==> src/greedy_note_dispenser_top_defines.svh <==
// assertion macros shared by the dispenser rtl
`ifndef GREEDY_NOTE_DISPENSER_TOP_DEFINES_SVH
`define GREEDY_NOTE_DISPENSER_TOP_DEFINES_SVH

// same-cycle implication, checked on every rising edge outside reset
`define GND_ASSERT_NOW(lbl, ante, cons, msg) \
  lbl: assert property (@(posedge clk_i) disable iff (!rst_ni) (ante) |-> (cons)) \
    else $error(msg);

// next-cycle implication
`define GND_ASSERT_NEXT(lbl, ante, cons, msg) \
  lbl: assert property (@(posedge clk_i) disable iff (!rst_ni) (ante) |=> (cons)) \
    else $error(msg);

`endif

==> src/gnd_pkg.sv <==
`default_nettype none

package gnd_pkg;

  localparam int AMOUNT_W   = 31;
  localparam int SLOT_W     = 3;
  localparam int DENOM_MAX  = 7;
  localparam int DIV_CNT_W  = $clog2(AMOUNT_W);

  localparam logic [SLOT_W-1:0] CFG_DENOM_COUNT = 3'd0;
  localparam logic [SLOT_W-1:0] CFG_DENOM_BASE  = 3'd1;

  typedef enum logic [1:0] {
    ST_IDLE,
    ST_START,
    ST_WAIT,
    ST_EMIT
  } gnd_state_e;

  // divider status towards the sequencer
  typedef struct packed {
    logic busy;
    logic done;
  } gnd_div_stat_t;

endpackage

`default_nettype wire

==> src/gnd_cfg_regs.sv <==
`default_nettype none

module gnd_cfg_regs #(
  parameter int MAX_DENOMS = gnd_pkg::DENOM_MAX
) (
  input  wire logic                         clk_i,
  input  wire logic                         rst_ni,
  input  wire logic                         cfg_we_i,
  input  wire logic [gnd_pkg::SLOT_W-1:0]   cfg_index_i,
  input  wire logic [gnd_pkg::AMOUNT_W-1:0] cfg_data_i,
  input  wire logic [gnd_pkg::SLOT_W-1:0]   slot_i,
  output logic      [gnd_pkg::SLOT_W-1:0]   used_o,
  output logic      [gnd_pkg::AMOUNT_W-1:0] denom_o
);

  logic [gnd_pkg::SLOT_W-1:0]   count_q;
  logic [gnd_pkg::AMOUNT_W-1:0] denom_q [MAX_DENOMS];

  always_ff @(posedge clk_i or negedge rst_ni) begin
    if (!rst_ni) begin
      count_q <= gnd_pkg::SLOT_W'(1);
      for (int k = 0; k < MAX_DENOMS; k++) begin
        denom_q[k] <= (k == 0) ? gnd_pkg::AMOUNT_W'(1) : '0;
      end
    end else if (cfg_we_i) begin
      if (cfg_index_i == gnd_pkg::CFG_DENOM_COUNT) begin
        count_q <= cfg_data_i[gnd_pkg::SLOT_W-1:0];
      end
      for (int k = 0; k < MAX_DENOMS; k++) begin
        if (cfg_index_i == gnd_pkg::CFG_DENOM_BASE + gnd_pkg::SLOT_W'(k)) begin
          denom_q[k] <= cfg_data_i;
        end
      end
    end
  end

  // slot count saturates at the table depth
  assign used_o = (count_q > gnd_pkg::SLOT_W'(MAX_DENOMS)) ?
                  gnd_pkg::SLOT_W'(MAX_DENOMS) : count_q;

  always_comb begin
    denom_o = '0;
    for (int k = 0; k < MAX_DENOMS; k++) begin
      if (slot_i == gnd_pkg::SLOT_W'(k)) begin
        denom_o = denom_q[k];
      end
    end
  end

endmodule

`default_nettype wire

==> src/gnd_divider.sv <==
`default_nettype none

module gnd_divider (
  input  wire logic                         clk_i,
  input  wire logic                         rst_ni,
  input  wire logic                         start_i,
  input  wire logic [gnd_pkg::AMOUNT_W-1:0] dividend_i,
  input  wire logic [gnd_pkg::AMOUNT_W-1:0] divisor_i,
  output gnd_pkg::gnd_div_stat_t            stat_o,
  output logic      [gnd_pkg::AMOUNT_W-1:0] quot_o,
  output logic      [gnd_pkg::AMOUNT_W-1:0] rem_o
);

  localparam int W = gnd_pkg::AMOUNT_W;

  logic                          busy_q, busy_d;
  logic                          done_q, done_d;
  logic [gnd_pkg::DIV_CNT_W-1:0] cnt_q, cnt_d;
  logic [W-1:0]                  quot_q, quot_d;
  logic [W-1:0]                  rem_q, rem_d;
  logic [W-1:0]                  div_q, div_d;
  logic [W:0]                    trial;
  logic [W:0]                    diff;
  logic                          fits;

  // one restoring step per cycle, msb first
  always_comb begin
    trial  = {rem_q, quot_q[W-1]};
    diff   = trial - {1'b0, div_q};
    fits   = (trial >= {1'b0, div_q});
    busy_d = busy_q;
    done_d = 1'b0;
    cnt_d  = cnt_q;
    quot_d = quot_q;
    rem_d  = rem_q;
    div_d  = div_q;
    if (start_i && !busy_q) begin
      busy_d = 1'b1;
      cnt_d  = gnd_pkg::DIV_CNT_W'(W - 1);
      quot_d = dividend_i;
      rem_d  = '0;
      div_d  = divisor_i;
    end else if (busy_q) begin
      rem_d  = fits ? diff[W-1:0] : trial[W-1:0];
      quot_d = {quot_q[W-2:0], fits};
      cnt_d  = cnt_q - 1'b1;
      if (cnt_q == '0) begin
        busy_d = 1'b0;
        done_d = 1'b1;
      end
    end
  end

  always_ff @(posedge clk_i or negedge rst_ni) begin
    if (!rst_ni) begin
      busy_q <= 1'b0;
      done_q <= 1'b0;
      cnt_q  <= '0;
    end else begin
      busy_q <= busy_d;
      done_q <= done_d;
      cnt_q  <= cnt_d;
    end
  end

  always_ff @(posedge clk_i) begin
    quot_q <= quot_d;
    rem_q  <= rem_d;
    div_q  <= div_d;
  end

  assign stat_o.busy = busy_q;
  assign stat_o.done = done_q;
  assign quot_o      = quot_q;
  assign rem_o       = rem_q;

endmodule

`default_nettype wire

==> src/greedy_note_dispenser_top.sv <==
// sequence: an amount is accepted, then each slot in use is worked in turn
// (a nonzero note value: start, 31 restoring steps on the shared divider, capture, emit;
// a zero note value: start, emit), plus any output stall
// throughput: one amount at a time, the next is taken once the slot 0 result is transferred
// reset: asynchronous active low, slot count 1, slot 0 value 1, other values 0
`default_nettype none

`include "greedy_note_dispenser_top_defines.svh"

module greedy_note_dispenser_top #(
  parameter int MAX_DENOMS = gnd_pkg::DENOM_MAX
) (
  input  wire logic                         clk_i,
  input  wire logic                         rst_ni,
  // configuration write port
  input  wire logic                         cfg_we_i,
  input  wire logic [gnd_pkg::SLOT_W-1:0]   cfg_index_i,
  input  wire logic [gnd_pkg::AMOUNT_W-1:0] cfg_data_i,
  // amount in
  input  wire logic                         in_valid_i,
  output logic                              in_ready_o,
  input  wire logic [gnd_pkg::AMOUNT_W-1:0] amount_i,
  // one result per slot out
  output logic                              out_valid_o,
  input  wire logic                         out_ready_i,
  output logic      [gnd_pkg::SLOT_W-1:0]   slot_index_o,
  output logic      [gnd_pkg::AMOUNT_W-1:0] note_count_o,
  output logic      [gnd_pkg::AMOUNT_W-1:0] amount_left_o,
  output logic                              last_o
);

  gnd_pkg::gnd_state_e           state_q, state_d;
  logic [gnd_pkg::SLOT_W-1:0]    slot_q, slot_d;
  logic [gnd_pkg::AMOUNT_W-1:0]  left_q, left_d;
  logic [gnd_pkg::AMOUNT_W-1:0]  notes_q, notes_d;
  logic [gnd_pkg::SLOT_W-1:0]    used;
  logic [gnd_pkg::AMOUNT_W-1:0]  denom;
  logic [gnd_pkg::AMOUNT_W-1:0]  quot;
  logic [gnd_pkg::AMOUNT_W-1:0]  rem;
  gnd_pkg::gnd_div_stat_t        div_stat;
  logic                          div_start;
  logic                          in_xfer;
  logic                          out_xfer;

  // note table and slot count, read for the slot being worked on
  gnd_cfg_regs #(
    .MAX_DENOMS (MAX_DENOMS)
  ) u_cfg (
    .clk_i       (clk_i),
    .rst_ni      (rst_ni),
    .cfg_we_i    (cfg_we_i),
    .cfg_index_i (cfg_index_i),
    .cfg_data_i  (cfg_data_i),
    .slot_i      (slot_q),
    .used_o      (used),
    .denom_o     (denom)
  );

  // the one shared divider: quotient is the note count, remainder the amount left
  gnd_divider u_div (
    .clk_i      (clk_i),
    .rst_ni     (rst_ni),
    .start_i    (div_start),
    .dividend_i (left_q),
    .divisor_i  (denom),
    .stat_o     (div_stat),
    .quot_o     (quot),
    .rem_o      (rem)
  );

  assign in_xfer  = in_valid_i && in_ready_o;
  assign out_xfer = out_valid_o && out_ready_i;

  // sequencer: walk the slots from the highest in use down to slot 0
  always_comb begin
    state_d     = state_q;
    slot_d      = slot_q;
    left_d      = left_q;
    notes_d     = notes_q;
    div_start   = 1'b0;
    in_ready_o  = 1'b0;
    out_valid_o = 1'b0;
    case (state_q)
      gnd_pkg::ST_IDLE: begin
        in_ready_o = 1'b1;
        if (in_xfer) begin
          left_d = amount_i;
          slot_d = used - 1'b1;
          // a slot count of zero gives no results at all
          if (used != '0) begin
            state_d = gnd_pkg::ST_START;
          end
        end
      end
      gnd_pkg::ST_START: begin
        if (denom == '0) begin
          // zero note value: nothing dispensed, amount carried through
          notes_d = '0;
          state_d = gnd_pkg::ST_EMIT;
        end else begin
          div_start = 1'b1;
          state_d   = gnd_pkg::ST_WAIT;
        end
      end
      gnd_pkg::ST_WAIT: begin
        if (div_stat.done) begin
          notes_d = quot;
          left_d  = rem;
          state_d = gnd_pkg::ST_EMIT;
        end
      end
      gnd_pkg::ST_EMIT: begin
        out_valid_o = 1'b1;
        if (out_xfer) begin
          if (slot_q == '0) begin
            state_d = gnd_pkg::ST_IDLE;
          end else begin
            slot_d  = slot_q - 1'b1;
            state_d = gnd_pkg::ST_START;
          end
        end
      end
      default: begin
        state_d = gnd_pkg::ST_IDLE;
      end
    endcase
  end

  always_ff @(posedge clk_i or negedge rst_ni) begin
    if (!rst_ni) begin
      state_q <= gnd_pkg::ST_IDLE;
      slot_q  <= '0;
    end else begin
      state_q <= state_d;
      slot_q  <= slot_d;
    end
  end

  // running amount doubles as the amount-left output register
  always_ff @(posedge clk_i) begin
    left_q  <= left_d;
    notes_q <= notes_d;
  end

  assign slot_index_o  = slot_q;
  assign note_count_o  = notes_q;
  assign amount_left_o = left_q;
  assign last_o        = (slot_q == '0);

  `GND_ASSERT_NOW(a_one_side_at_a_time, out_valid_o, !in_ready_o,
                  "input taken while a result is pending")
  `GND_ASSERT_NOW(a_done_only_when_waiting, div_stat.done, state_q == gnd_pkg::ST_WAIT,
                  "divider finished outside the wait state")
  `GND_ASSERT_NEXT(a_start_launches, in_xfer && (used != '0),
                   state_q == gnd_pkg::ST_START && slot_q == $past(used) - 1'b1,
                   "accepted amount did not start at the highest slot")
  `GND_ASSERT_NEXT(a_slot_steps_down, out_xfer && !last_o,
                   slot_q == $past(slot_q) - 1'b1 && state_q == gnd_pkg::ST_START,
                   "slot did not step down after a transfer")

endmodule

`default_nettype wire

==> config.mk <==
export PLATFORM = sky130hd
export DESIGN_NAME = greedy_note_dispenser_top
export DESIGN_NICKNAME = d
export VERILOG_FILES = /design/src/gnd_pkg.sv /design/src/gnd_cfg_regs.sv /design/src/gnd_divider.sv /design/src/greedy_note_dispenser_top.sv
export VERILOG_INCLUDE_DIRS = /design/src /design/src/src
export SDC_FILE = /design/constraint.sdc
export NUM_CORES = 1
export LEC_CHECK = 0
export BUFFER_PORTS_ARGS = -buffer_cell sky130_fd_sc_hd__buf_2
export CORE_ASPECT_RATIO = 1.2
export CORE_MARGIN = 2
export CORE_UTILIZATION = 40
export DETAILED_ROUTE_END_ITERATION = 12
export SLEW_MARGIN = 20
export SYNTH_ARGS = -nofsm -noshare
export SYNTH_HDL_FRONTEND = slang
export SYNTH_HIERARCHICAL = 1
export SYNTH_SLANG_ARGS = --single-unit
==> constraint.sdc <==
create_clock -name clk_i -period 7 [get_ports clk_i]
set_input_delay 0 -clock clk_i [delete_from_list [all_inputs] [get_ports clk_i]]
set_output_delay 0 -clock clk_i [all_outputs]
set_load 0.02 [all_outputs]
* Yosys cells after proc, flatten, opt, wreduce, memory -nomap -nowiden
Cells that the tools add are included.
** Word-level totals
- Register bits after elaboration :: 387
- Bits of input ports :: 70
- Output and inout bits :: 68
- Logic and storage cells :: 112
** Cells by class
- Add/subtract/negate cells :: 4
- Order comparisons :: 2
- Eq/ne operators :: 22
- Multiplexer cells :: 40
- Reduce and logical (&&, ||, !) cells :: 26
** Operator list (number)
- $mux 31 :: 14
- $pmux 31 s2 :: 2
- $ge 32x31->1 :: 1
- $logic_not 31->1 :: 1
- $sub 31x31->31 :: 1
- $eq 3x3->1 const B :: 7
- $reduce_and 2->1 :: 8
- $eq 3x2->1 const B :: 4
- $mux 1 :: 12
- $mux 3 :: 4
- $mux 5 :: 2
- $ne 2x2->1 const B :: 5
- $mux 2 :: 4
- $pmux 2 s4 :: 1
- $reduce_and 4->1 :: 2
- $reduce_bool 2->1 :: 4
- $eq 3x1->1 const B :: 2
- $logic_not 3->1 :: 2
- $pmux 3 s2 :: 1
- $reduce_and 3->1 :: 2
- $sub 3x1->3 const B :: 2
- $logic_not 5->1 :: 1
- $sub 5x1->5 const B :: 1
- $eq 2x2->1 const B :: 2
- other kinds (7) :: 9

* Longest topological paths before layout
- Depth after elaboration :: 13
- Gate-level depth with buffers :: 15
- Depth with buffers taken out :: 12

* Modules after synthesis
The synthesis kept the hierarchy.
** Modules (own cells, without submodules)
- gnd_cfg_regs :: times used 1, cells an instance 696, area each 9759.4 µm², seq. area each 5507.8 µm²
- gnd_divider :: times used 1, cells an instance 542, area each 5703.0 µm², seq. area each 2657.5 µm²
- greedy_note_dispenser_top :: times used 1, cells an instance 191, area each 2956.6 µm², seq. area each 1986.9 µm²

* Worst setup path before layout
Ideal clock, no wire load.
- Path type :: reg-to-reg
- Start :: register slot_q (netlist bit slot_index_o[1])
- End :: register notes_q (netlist bit note_count_o[0]), enable pin
- Library setup time :: 0.466 ns
- Data arrival time :: 4.765 ns
- Required time :: 6.534 ns
- Setup slack :: 1.769 ns
- Cell stages (with the launch flop) :: 12
- Path buffers :: 3
- Clock period less this slack :: 5.231 ns
- Cell sequence :: dfrtp_1 -> buf_2 -> nor2b_1 -> buf_4 -> and2_4 -> buf_2 -> a22oi_1 -> a22oi_1 -> or4_4 -> nor4_2 -> nand4_1 -> a211oi_1
** On the way
- Cells in the longest elaborated chain, start to end :: 11
- Elaborated cells between the ends (all ways) :: 17
- Classes of those cells :: eq/ne: 7; mux: 7; reduce/logical: 3
** Ends and longest elaborated chain
- from (decl) :: line greedy_note_dispenser_top.sv:33 : logic [gnd_pkg::SLOT_W-1:0] slot_q, slot_d;
- from (signal assigned) :: line greedy_note_dispenser_top.sv:135 : slot_q <= slot_d;
- $logic_not 3->1 :: line gnd_cfg_regs.sv:44 : if (slot_i == gnd_pkg::SLOT_W'(k)) begin
- $mux 31 (6 in series) :: line gnd_cfg_regs.sv:44
- $mux 31 (*) :: line gnd_cfg_regs.sv:44
- named net denom, one bit :: line greedy_note_dispenser_top.sv:37 : logic [gnd_pkg::AMOUNT_W-1:0] denom;
- $logic_not 31->1 (*) :: line greedy_note_dispenser_top.sv:96 : if (denom == '0) begin
- $ne 2x2->1 (no line) (*)
- $reduce_and 3->1 (no line) (*)
- to (signal assigned) :: line greedy_note_dispenser_top.sv:142 : notes_q <= notes_d;
- to (decl) :: line greedy_note_dispenser_top.sv:35 : logic [gnd_pkg::AMOUNT_W-1:0] notes_q, notes_d;
Mark *: on every way through the listed nets, which the timed path passes. The rest lies on a longest branch.
A chain may end at the register's enable or synchronous reset.

* Final worst setup path
- Start :: register slot_q (netlist bit slot_index_o[2])
- End :: register u_div.div_q[7], enable pin
** On the way
- Cells in the longest elaborated chain, start to end :: 12
- Elaborated cells between the ends (all ways) :: 18
- Classes of those cells :: eq/ne: 6; mux: 9; reduce/logical: 3
** Ends and longest elaborated chain
- $logic_not 3->1 :: line gnd_cfg_regs.sv:44
- $mux 31 (6 in series) :: line gnd_cfg_regs.sv:44
- $mux 31 (*) :: line gnd_cfg_regs.sv:44
- named net denom, one bit :: line greedy_note_dispenser_top.sv:37
- $logic_not 31->1 (*) :: line greedy_note_dispenser_top.sv:96
- $mux 1 (*) :: line greedy_note_dispenser_top.sv:96
- $mux 1 (*) :: line greedy_note_dispenser_top.sv:83 : case (state_q)
- named net div_start :: line greedy_note_dispenser_top.sv:41 : logic div_start;
- $logic_and 1x1->1 (*) :: line gnd_divider.sv:37 : if (start_i && !busy_q) begin
- to (signal assigned) :: line gnd_divider.sv:69 : div_q <= div_d;
- to (decl) :: line gnd_divider.sv:21 : logic [W-1:0] div_q, div_d;
Marks and branches as above.

==> impl_metrics.yaml <==
placed_design:
  place_ws_ns: 1.84
  gp_congestion: 0.854
  dp_hpwl_um: 29900
  dpl-instance-area_um2: 19700
  port_buffers: 137
global_routing:
  grt_pass1_wl_um: 71400
  grt_pass1_vias: 12800
  grtUsageTotal_pct: 19.2
  grt_max_degree: 87
  grt_antenna_before_repair: 2
  grt_overflow: 0
detailed_routing:
  via_count: 12200
  post_drt_wl_per_cell_um: 19.7
  dr.pass1.iters: 5
  wl_met3_um: 2150
  drc: 0
  highest_layer: "met5"
  drt_iter0_drc: 756
  via_per_inst: 5.37
  met1_length_um: 20200
  ant_nets: 0
  drt-total-wl_um: 44700
  wl_met2_um: 21200
sta:
  fmax_ghz: 0.192
  fin_setup_tns_ns: 0
  finClkSkew_ns: 0.0241
  fin_crit_ns: 5.21
  worst_pin_slew_ns: 1.11
  min_period_over_period_pct: 74.5
  finalSetupViolCount: 0
  hold_viol_final: 0
  rsz0062_at_grt: "no"
  slew_violations: 0
  slew_headroom_pct: 25.8
  setup_slack_ns: 1.79
  holdWs_ns: 0.0431
worst_setup_path:
  cp.required_ns: 7.21
  rrSetupSlack_ns: 1.79
  worstPathArrival_ns: 5.43
  worstPathMaxFanout: 32
  r2r-end: "u_div/div_q[7]$_DFFE_PP_"
  startpoint_type: "register"
  worstSetupPathType: "reg2reg"
  r2r_start: "slot_index_o[2]$_DFFE_PN0P_"
  r2r_cells: 11
  end_kind: "register"
die:
  die_width_um: 200
  die-area_um2: 47800
  boundaryPins: 138
  start_util_pct: 40.3
  rows: 86
  coreArea_um2: 45700
  die_h_um: 239
power_and_ir_drop:
  ir_drop_v: 0.000242
  cellPowerDensity_nw_per_um2: 459
  leakage_nw: 8.99
clock_network:
  htree_levels: 2
  cts_tree: "built"
  clkLatencyLatePin_ns: 0.57
  clk_path_buf_depth: 3
  clkSlewWorstSetupHoldPaths_ns: 0.06
  cts_root_buf: "clkbuf_16"
  cts_sinks: 387
  cts_resized: 0
  numCtsBuffers: 41
cells_and_area:
  nNetsFinal: 1728
  area_growth_pct: 18.1
  final_util_pct: 47.5
  drive_above_1_share_pct: 32.5
  fin_area_um2: 21700
yosys:
  synth_area_per_cell_um2: 12.9
  syn_inst: 1428
  yosysWarnings: 6
  syn-cell-area_um2: 18400
  syn_nets: 1538
run_status:
  outcome: "completed"
run:
  cap_violations: 0
worst_hold_path:
  hold_class: "in2async"
## sequential cells by signal (all words and copies together), names as in the netlist
name and count:
u_div/done_q 1, u_cfg/count_q 3, u_div/busy_q 1, state_q 2
u_cfg/denom_q 217, u_div/div_q 31, u_div/quot_o 31, note_count_o 31
u_div/cnt_q 5, amount_left_o 31, slot_index_o 3, u_div/rem_o 31
## layout make-up
| cell class | count | area, µm² |
|---|---|---|
| multi-input cells | 912 | 7720 |
| inverters | 50 | 188 |
| clock buffers | 64 | 1260 |
| well taps | 616 | 771 |
| clock inverters | 11 | 110 |
| fillers | 4094 | 24000 |
| diodes | 1 | 2.50 |
| repair buffers | 226 | 1530 |
| flip-flops and latches | 387 | 10200 |
## layer usage
layer / up-vias / global-route usage (%)
met5: - / 0
met4: 2 / 6.22
met3: 72 / 3.06
met2: 316 / 32.0
met1: 6068 / 25.5
li1: 5719 / -
## stage by stage
step,std cells,power (W)
floorplan,1428,0.00664
global placement,2126,0.00769
detailed placement,2126,0.00779
CTS,2266,0.0101
global route,2267,0.0107
finish,2267,0.00998
## critical path, stage by stage, from the launching register on
cell      delay [ns]
dfrtp_2         0.73
buf_4           0.40
or2_1           0.89
o32a_1          0.30
o211ai_1        0.09
a22oi_1         0.29
nor4_1          0.12
and4_1          0.25
nand4_1         0.19
and2_2          0.24
nor2b_4         0.80
buf_4           0.52
## power breakdown
part           leakage, nW  switching (W)  internal, W
registers             4.24       0.000499      0.00328
clock network        0.679       0.000883      0.00132
logic                 4.07        0.00231      0.00169
total                 8.99        0.00369      0.00629
## worst max-delay path by stage
stage | start | end | slack [ns] | depth (start not counted)
6_report | slot_index_o[2]$_DFFE_PN0P_ | u_div/div_q[7]$_DFFE_PP_ | 1.79 | 11
4_1_cts | slot_index_o[2]$_DFFE_PN0P_ | u_div/div_q[7]$_DFFE_PP_ | 1.81 | 11
2_1_floorplan | slot_index_o[1]$_DFFE_PN0P_ | note_count_o[0]$_SDFFCE_PN0P_ | 1.77 | 11
3_5_place_dp | slot_index_o[2]$_DFFE_PN0P_ | u_div/div_q[6]$_DFFE_PP_ | 1.84 | 11
3_3_place_gp | slot_index_o[2]$_DFFE_PN0P_ | u_div/div_q[5]$_DFFE_PP_ | 1.99 | 11
5_1_grt | slot_index_o[2]$_DFFE_PN0P_ | u_div/div_q[7]$_DFFE_PP_ | 1.55 | 11
## repair_timing
item	CTS	global route
endpoints found under the hold margin	339	0
hold buffers	65	0
buffers inserted	0	0
## cells in the final DEF, fill, tap and decap left out, drive strengths merged, types with 10 or more instances in the layout
cell type and count:
o21a 11, and2 36, dfrtp 230, dlygate4sd3 65, inv 51, o211ai 26, nand2b 12, a22oi 50
ha 39, nand3 16, edfxtp 124, o22ai 22, o32a 22, buf 161, nand2 61, xnor2 19
nor2 38, mux2 291, nor2b 11, clkbuf 64, o21ai 45, a21o 10, mux2i 42, dfxtp 31
nor3 10, a21oi 53
(Power assumes the default switching activity.)
